**config.mk**
```make
export PLATFORM = sky130hd
export DESIGN_NAME = uart_command_frame_parser
export DESIGN_NICKNAME = d
export VERILOG_FILES = /design/src/sv/ucfp_pkg.sv /design/src/sv/ucfp_parser.sv /design/src/sv/ucfp_out_fifo.sv /design/src/sv/uart_command_frame_parser.sv
export SDC_FILE = /design/constraint.sdc
export NUM_CORES = 1
export LEC_CHECK = 0
export ABC_CLOCK_PERIOD_IN_PS = 5400
export BUFFER_PORTS_ARGS = -buffer_cell sky130_fd_sc_hd__clkbuf_2
export CAP_MARGIN = 25
export CORE_MARGIN = 3
export CORE_UTILIZATION = 36
export CTS_CLUSTER_DIAMETER = 100
export DETAILED_ROUTE_END_ITERATION = 8
export HOLD_SLACK_MARGIN = 0.03
export PLACE_DENSITY = 0.52
export SLEW_MARGIN = 20
export SYNTH_ARGS = -nofsm -noshare
export SYNTH_HDL_FRONTEND = slang
export SYNTH_SLANG_ARGS = --single-unit
```
**constraint.sdc**
```tcl
create_clock -name i_clk -period 5.4 [get_ports i_clk]
set_input_delay 1.08 -clock i_clk [delete_from_list [all_inputs] [get_ports i_clk]]
set_output_delay 1.08 -clock i_clk [all_outputs]
set_load 0.02 [all_outputs]
```
**src/sv/ucfp_pkg.sv**
```systemverilog
package ucfp_pkg;

    // Byte width of the packed result bus and the fixed output field widths.
    localparam int unsigned CODE_W   = 8;
    localparam int unsigned LEN_W    = 3;
    localparam int unsigned CHARS_W  = 56;
    localparam int unsigned RES_W    = CODE_W + LEN_W + CHARS_W;
    localparam int unsigned TDATA_W  = ((RES_W + 7) / 8) * 8;
    localparam int unsigned PAD_W    = TDATA_W - RES_W;

    typedef struct packed {
        logic               is_set;
        logic [CODE_W-1:0]  param_code;
        logic [LEN_W-1:0]   value_length;
        logic [CHARS_W-1:0] value_chars;
    } t_result;

endpackage

```
**src/sv/ucfp_parser.sv**
```systemverilog
module ucfp_parser #(
    parameter int unsigned MAX_DIGITS = 7
) (
    input  logic              i_clk,
    input  logic              i_rst_n,
    input  logic              i_in_valid,
    output logic              o_in_ready,
    input  logic [7:0]        i_in_byte,
    input  logic              i_room,
    output logic              o_res_valid,
    output ucfp_pkg::t_result o_res
);

    localparam int unsigned CW = $clog2(MAX_DIGITS + 1);
    localparam int unsigned IW = (MAX_DIGITS > 1) ? $clog2(MAX_DIGITS) : 1;

    localparam logic [2:0] ST_IDLE  = 3'd0;
    localparam logic [2:0] ST_READY = 3'd1;
    localparam logic [2:0] ST_GET   = 3'd2;
    localparam logic [2:0] ST_SET   = 3'd3;
    localparam logic [2:0] ST_PARAM = 3'd4;
    localparam logic [2:0] ST_VALUE = 3'd5;

    localparam logic [7:0] CH_HASH  = 8'h23;
    localparam logic [7:0] CH_SEMI  = 8'h3B;
    localparam logic [7:0] CH_COMMA = 8'h2C;
    localparam logic [7:0] CH_ZERO  = 8'h30;
    localparam logic [7:0] CH_NINE  = 8'h39;
    localparam logic [7:0] CH_G     = 8'h67;
    localparam logic [7:0] CH_S     = 8'h73;
    localparam logic [7:0] CH_T     = 8'h74;
    localparam logic [7:0] CH_C     = 8'h63;
    localparam logic [7:0] CH_A     = 8'h61;
    localparam logic [7:0] CH_P     = 8'h70;
    localparam logic [7:0] CH_I     = 8'h69;
    localparam logic [7:0] CH_D     = 8'h64;
    localparam logic [7:0] CH_R     = 8'h72;
    localparam logic [7:0] CH_M     = 8'h6D;
    localparam logic [7:0] CH_B     = 8'h62;
    localparam logic [7:0] CH_N     = 8'h6E;
    localparam logic [7:0] CH_K     = 8'h6B;

    function automatic logic get_letter_ok(input logic [7:0] b);
        return (b == CH_T) || (b == CH_C) || (b == CH_A) || (b == CH_P) ||
               (b == CH_I) || (b == CH_D) || (b == CH_S) || (b == CH_G) ||
               (b == CH_R) || (b == CH_M);
    endfunction

    function automatic logic set_letter_ok(input logic [7:0] b);
        return (b == CH_T) || (b == CH_I) || (b == CH_C) || (b == CH_A) ||
               (b == CH_P) || (b == CH_D) || (b == CH_S) || (b == CH_B) ||
               (b == CH_N) || (b == CH_M) || (b == CH_K);
    endfunction

    logic          r_in_valid;
    logic [7:0]    r_in_byte;
    logic [2:0]    r_state, n_state;
    logic [7:0]    r_letter, n_letter;
    logic [CW-1:0] r_count, n_count;
    logic [7:0]    r_store [MAX_DIGITS];
    logic [7:0]    n_store [MAX_DIGITS];

    logic          w_step;
    logic          w_emit;
    logic          w_kind;
    logic          w_value_char;
    logic [63:0]   w_store_flat;
    logic [7:0]    w_count_ext;

    assign w_step     = r_in_valid && i_room;
    assign o_in_ready = !r_in_valid || w_step;

    assign w_value_char = ((r_in_byte >= CH_ZERO) && (r_in_byte <= CH_NINE)) ||
                          (r_in_byte == CH_COMMA);

    always_comb begin
        n_state = r_state;
        n_letter = r_letter;
        n_count = r_count;
        n_store = r_store;
        w_emit = 1'b0;
        w_kind = 1'b0;
        if (r_in_byte == CH_HASH) begin
            n_state = ST_READY;
        end else begin
            case (r_state)
                ST_READY: begin
                    if (r_in_byte == CH_G) begin
                        n_state = ST_GET;
                    end else if (r_in_byte == CH_S) begin
                        n_state = ST_SET;
                    end else begin
                        n_state = ST_IDLE;
                    end
                end
                ST_GET: begin
                    if (get_letter_ok(r_in_byte)) begin
                        n_letter = r_in_byte;
                        n_state = ST_PARAM;
                    end else begin
                        n_state = ST_IDLE;
                    end
                end
                ST_SET: begin
                    if (set_letter_ok(r_in_byte)) begin
                        n_letter = r_in_byte;
                        n_count = '0;
                        for (int i = 0; i < MAX_DIGITS; i++) begin
                            n_store[i] = 8'h00;
                        end
                        n_state = ST_VALUE;
                    end else begin
                        n_state = ST_IDLE;
                    end
                end
                ST_PARAM: begin
                    n_state = ST_IDLE;
                    w_emit = (r_in_byte == CH_SEMI);
                end
                ST_VALUE: begin
                    if (w_value_char) begin
                        // Characters past the storage limit are dropped, frame stays open.
                        if (r_count < CW'(MAX_DIGITS)) begin
                            n_store[r_count[IW-1:0]] = r_in_byte;
                            n_count = r_count + CW'(1);
                        end
                    end else begin
                        n_state = ST_IDLE;
                        w_emit = (r_in_byte == CH_SEMI);
                        w_kind = 1'b1;
                    end
                end
                default: begin
                    n_state = ST_IDLE;
                end
            endcase
        end
    end

    always_comb begin
        w_store_flat = '0;
        for (int i = 0; i < MAX_DIGITS; i++) begin
            w_store_flat[8*i +: 8] = r_store[i];
        end
    end

    assign w_count_ext = 8'(r_count);

    assign o_res_valid        = w_step && w_emit;
    assign o_res.is_set       = w_kind;
    assign o_res.param_code   = r_letter;
    assign o_res.value_length = w_kind ? w_count_ext[ucfp_pkg::LEN_W-1:0] : '0;
    assign o_res.value_chars  = w_kind ? w_store_flat[ucfp_pkg::CHARS_W-1:0] : '0;

    always_ff @(posedge i_clk) begin
        if (!i_rst_n) begin
            r_in_valid <= 1'b0;
        end else if (o_in_ready) begin
            r_in_valid <= i_in_valid;
        end
        if (i_in_valid && o_in_ready) begin
            r_in_byte <= i_in_byte;
        end
    end

    always_ff @(posedge i_clk) begin
        if (!i_rst_n) begin
            r_state <= ST_IDLE;
            r_letter <= 8'h00;
            r_count <= '0;
            for (int i = 0; i < MAX_DIGITS; i++) begin
                r_store[i] <= 8'h00;
            end
        end else if (w_step) begin
            r_state <= n_state;
            r_letter <= n_letter;
            r_count <= n_count;
            r_store <= n_store;
        end
    end

endmodule

```
**src/sv/ucfp_out_fifo.sv**
```systemverilog
module ucfp_out_fifo (
    input  logic              i_clk,
    input  logic              i_rst_n,
    input  logic              i_push,
    input  ucfp_pkg::t_result i_data,
    output logic              o_room,
    output logic              o_valid,
    input  logic              i_ready,
    output ucfp_pkg::t_result o_data
);

    ucfp_pkg::t_result r_mem [2];
    logic              r_wr_ptr;
    logic              r_rd_ptr;
    logic [1:0]        r_count;
    logic              w_pop;

    assign o_valid = (r_count != 2'd0);
    assign o_room  = (r_count != 2'd2);
    assign o_data  = r_mem[r_rd_ptr];
    assign w_pop   = o_valid && i_ready;

    always_ff @(posedge i_clk) begin
        if (i_push) begin
            r_mem[r_wr_ptr] <= i_data;
        end
    end

    always_ff @(posedge i_clk) begin
        if (!i_rst_n) begin
            r_wr_ptr <= 1'b0;
            r_rd_ptr <= 1'b0;
            r_count <= 2'd0;
        end else begin
            if (i_push) begin
                r_wr_ptr <= !r_wr_ptr;
            end
            if (w_pop) begin
                r_rd_ptr <= !r_rd_ptr;
            end
            case ({i_push, w_pop})
                2'b10:   r_count <= r_count + 2'd1;
                2'b01:   r_count <= r_count - 2'd1;
                default: r_count <= r_count;
            endcase
        end
    end

endmodule

```
**src/sv/uart_command_frame_parser.sv**
```systemverilog
// Command frame parser for a byte-serial control link.
// The slave stream takes one received character per item in tdata[7:0].
// The parser follows frames of the form '#', g or s, a parameter letter,
// for set frames digits or commas (at most MAX_DIGITS kept), then ';'. A '#'
// restarts the frame from any position; any other unexpected byte drops
// the frame without a result.
// Each frame closed by ';' gives one item on the master stream: tuser is
// the kind (1 for set), tdata carries the letter, the kept character
// count and the kept characters, first character in the low byte.
// A closing byte passes the input register, then the result queue, before it
// appears on the master stream. Throughput is one byte per cycle while the
// result queue has room; the state update sits between the input register
// and the two-entry result queue.
// When the receiver stalls, the queue absorbs results; input stops being
// accepted only while the queue is full and a byte waits in the input
// register. Reset returns the parser to idle and empties the queue.
module uart_command_frame_parser #(
    parameter int unsigned MAX_DIGITS = 7
) (
    input  logic                           i_clk,
    input  logic                           i_rst_n,
    input  logic                           i_s_axis_tvalid,
    output logic                           o_s_axis_tready,
    input  logic [7:0]                     i_s_axis_tdata,  // [7:0] rx_byte
    output logic                           o_m_axis_tvalid,
    input  logic                           i_m_axis_tready,
    // [7:0] param_code, [10:8] value_length, [66:11] value_chars, rest zero
    output logic [ucfp_pkg::TDATA_W-1:0]   o_m_axis_tdata,
    output logic                           o_m_axis_tuser   // [0] is_set
);

    logic              w_room;
    logic              w_res_valid;
    ucfp_pkg::t_result w_res;
    ucfp_pkg::t_result w_out;

    ucfp_parser #(
        .MAX_DIGITS(MAX_DIGITS)
    ) u_parser (
        .i_clk       (i_clk),
        .i_rst_n     (i_rst_n),
        .i_in_valid  (i_s_axis_tvalid),
        .o_in_ready  (o_s_axis_tready),
        .i_in_byte   (i_s_axis_tdata),
        .i_room      (w_room),
        .o_res_valid (w_res_valid),
        .o_res       (w_res)
    );

    ucfp_out_fifo u_out_fifo (
        .i_clk   (i_clk),
        .i_rst_n (i_rst_n),
        .i_push  (w_res_valid),
        .i_data  (w_res),
        .o_room  (w_room),
        .o_valid (o_m_axis_tvalid),
        .i_ready (i_m_axis_tready),
        .o_data  (w_out)
    );

    assign o_m_axis_tuser = w_out.is_set;
    assign o_m_axis_tdata = {{ucfp_pkg::PAD_W{1'b0}}, w_out.value_chars,
                             w_out.value_length, w_out.param_code};

endmodule
```
==> impl_results.md <==
- Top post-synthesis cells by area: edfxtp_1, dfxtp_1, mux2_2
- Post-Syn Area: 8670 sq um
- Slew Viols, Final: 0
- Post-CTS Setup Inserts: 0
- FILL cells: 2160
- Vias: 5026
- Post-synth EDFFs: 144
- Leak: 3.24 nW
- Htree depth: 1
- Number of global-route vias before repair: 5228
- Remaining DRCs: 0
- Commonest non-fill, non-tap cell in the layout: edfxtp_1
- Sequential element share of the synthesized area: 67.4%
- Resized cells post-CTS: 0
- Synthesis Warnings: 0
- Drt pass-1 iters: 6
- Setup TNS: 0 ns
- HPWL after DPL: 10900 um
- Critical Path AT: 1.99 ns
- Clk Latency, worst-skew pair: 0.50 ns
- Hold Fails Final Rpt: 0
- Routed WL: 17200 um
- Pwr dens: 335 nW/um^2
- Worst slew pin tran: 0.980 ns
- Placer Congestion: 0.840
- Syn avg cell area: 14.4 sq um
- CTS Buf Count: 24
- # setup viols final: 0
- Synth top area share: 49.9%
- Number of I/O port buffers: 81
- Multi-input logic area: 2610 sq um
- Core Area: 23500 sq um
- Most used DFF post-synth: edfxtp_1
- Die Wd: 161 um
- CTS sink count: 220
- Worst Clk Skew: 0.0124 ns
- Initial antenna violation count: 0
- RSZ-0062 raised after global routing: false
- Initial Util: 36.8%
- Hold/Removal Path Class: flip-flop to flip-flop
- IR drop worst, VDD: 0.189 mV
- Final period utilization: 56.8%
- Commonest cells after routing, fill and taps aside: edfxtp_1, clkbuf_2, dfxtp_1, and2_1, mux2_2
- Remaining Overflow, GRT: 0
- Crit Path Category: flip-flop to primary output
- GRT Total Usage: 13.2%
- Cells after Synth: 603
- Hold WS: 0.449 ns
- First-pass GRT wire length: 27700 um
- CTS tree: yes
- Largest net degree at the start of global routing: 69
- Routed vias/inst: 4.95
- Min Clock Period, post-route: 3.07 ns
- CP required: 4.32 ns
- Crit path launch type: flip-flop
- CTS max path bufs: 3
- Post-layout util: 43.6%
- Row count: 56
- Routed Antenna Nets: 0
- Chip height: 161 um
- Synth unique cells: 55
- Layout cells sized above 1: 29.6%
- Antenna diodes: 0
- Die ar.: 26000 sq um
- Post-synth top area cell: edfxtp_1
- Status: completed
- Per-cell routed wire length: 16.9 um
- Total of max-cap violations: 0
- DRT iter0 DRCs: 288
- Crit-path max cell delay: 0.59 ns
- Synth Register Bits: 220
- Crit. End Element: primary output
- Area grow syn2layout: 18.5%
- Fin nets: 693
- Root Driver: clkbuf_16
- FMAX: 326 MHz
- Io pins: 87
- Total power: 3.44 mW
- Slew margin rel.: 34.1%
- Cell Chain, Critical Path: buf_16, mux2_2, clkbuf_2
- Storage element area: 5850 sq um
- CP max FO: 44
- Clk slew on worst S/H paths: 0.06 ns
- Hold_buf cts: 0
- Crit-path slowest cell: dfxtp_4
- Ys async rst share: 0%
stage by stage:
| stage | cell area [sq um] | std cells | worst slack [ns] |
|---|---|---|---|
| 6_report | 10300 | 1016 | 2.33 |
| 5_1_grt | 10300 | 1016 | 2.20 |
| 4_1_cts | 10200 | 1014 | 2.10 |
| 3_5_place_dp | 9420 | 970 | 2.17 |
| 3_3_place_gp | 9340 | 967 | 2.17 |
| 2_1_floorplan | 8680 | 607 | 0.844 |
where the power goes:
part / internal, mW / total, mW / switching [mW]
registers: 1.78 / 1.79 / 0.0156
logic: 0.0155 / 0.0452 / 0.0297
clock network: 0.984 / 1.60 / 0.616
total: 2.78 / 3.44 / 0.661
routing by layer:
metal	track usage (%)	vias up	wire (um)
met4	3.60	0	258
met2	22.9	126	8660
li1	-	2394	-
met1	17.0	2485	7420
met3	2.44	21	876
met5	0	-	0
synthesized netlist by cell type, types with 4 or more instances:
cell type and count:
a21oi_1 8, a22o_1 7, a32o_1 35, and2_1 74, buf_1 6, buf_4 6
buf_6 4, clkbuf_1 25, dfxtp_1 76, edfxtp_1 144, inv_1 8, mux2_2 68
mux2i_1 6, nand2_1 23, nand2b_1 4, nand3_1 7, nor2_1 25, nor2b_1 5
nor3_1 9, o21ai_0 6, o311a_1 7, xnor2_1 4
flip-flops by register name (all words and copies together), names as in the netlist, named ones only:
name	cells
u_out_fifo.r_mem	136
u_parser.r_store	56
u_parser.r_in_byte	8
u_parser.r_letter	8
u_parser.r_count	3
u_parser.r_state	3
u_out_fifo.r_count	2
u_out_fifo.r_rd_ptr	1
u_out_fifo.r_wr_ptr	1
u_parser.r_in_valid	1
layout make-up:
cell class                 instances  area share (%)
clock buffer                      37            7.16
clock inverter                     7           0.621
inverter                           9           0.329
multi-input combinational        336            25.4
sequential                       220            56.9
tap                              319            3.89
timing repair buffer              88            5.60
worst max-delay path: cells and delay by family (launching register included):
| kind | cells | cell delay (ns) |
|---|---|---|
| buffers and inverters | 2 | 0.43 |
| multiplexers | 1 | 0.40 |
| flip-flops | 1 | 0.59 |
worst paths after layout:
check	start	endpoint	slack [ns]	cells after the start
max	flip-flop	o_m_axis_tdata[48]	2.33	3
min	u_parser.r_store[23]	u_parser.r_store[23]	0.45	1
max reg2reg	u_parser.r_in_byte[1]	u_out_fifo.r_mem[1][43]	2.39	4
min reg2reg	u_parser.r_store[23]	u_parser.r_store[23]	0.45	1
cell families (layout without fill, tap and decap cells):
group                      Yosys count  count (layout)  synth area share (%)
AOI/OAI and AO/OA                   85              85                  8.72
muxes                               74              74                  9.53
adders and majority gates            2               2                 0.289
other                                1               5                0.0433
xor gates and xnor gates             5               5                 0.505
and+or+nand+nor                    165             165                  10.6
DFF                                220             220                  67.4
buffers and inverters               51             141                  2.83
No activity file was read; power rests on OpenSTA's default activity.
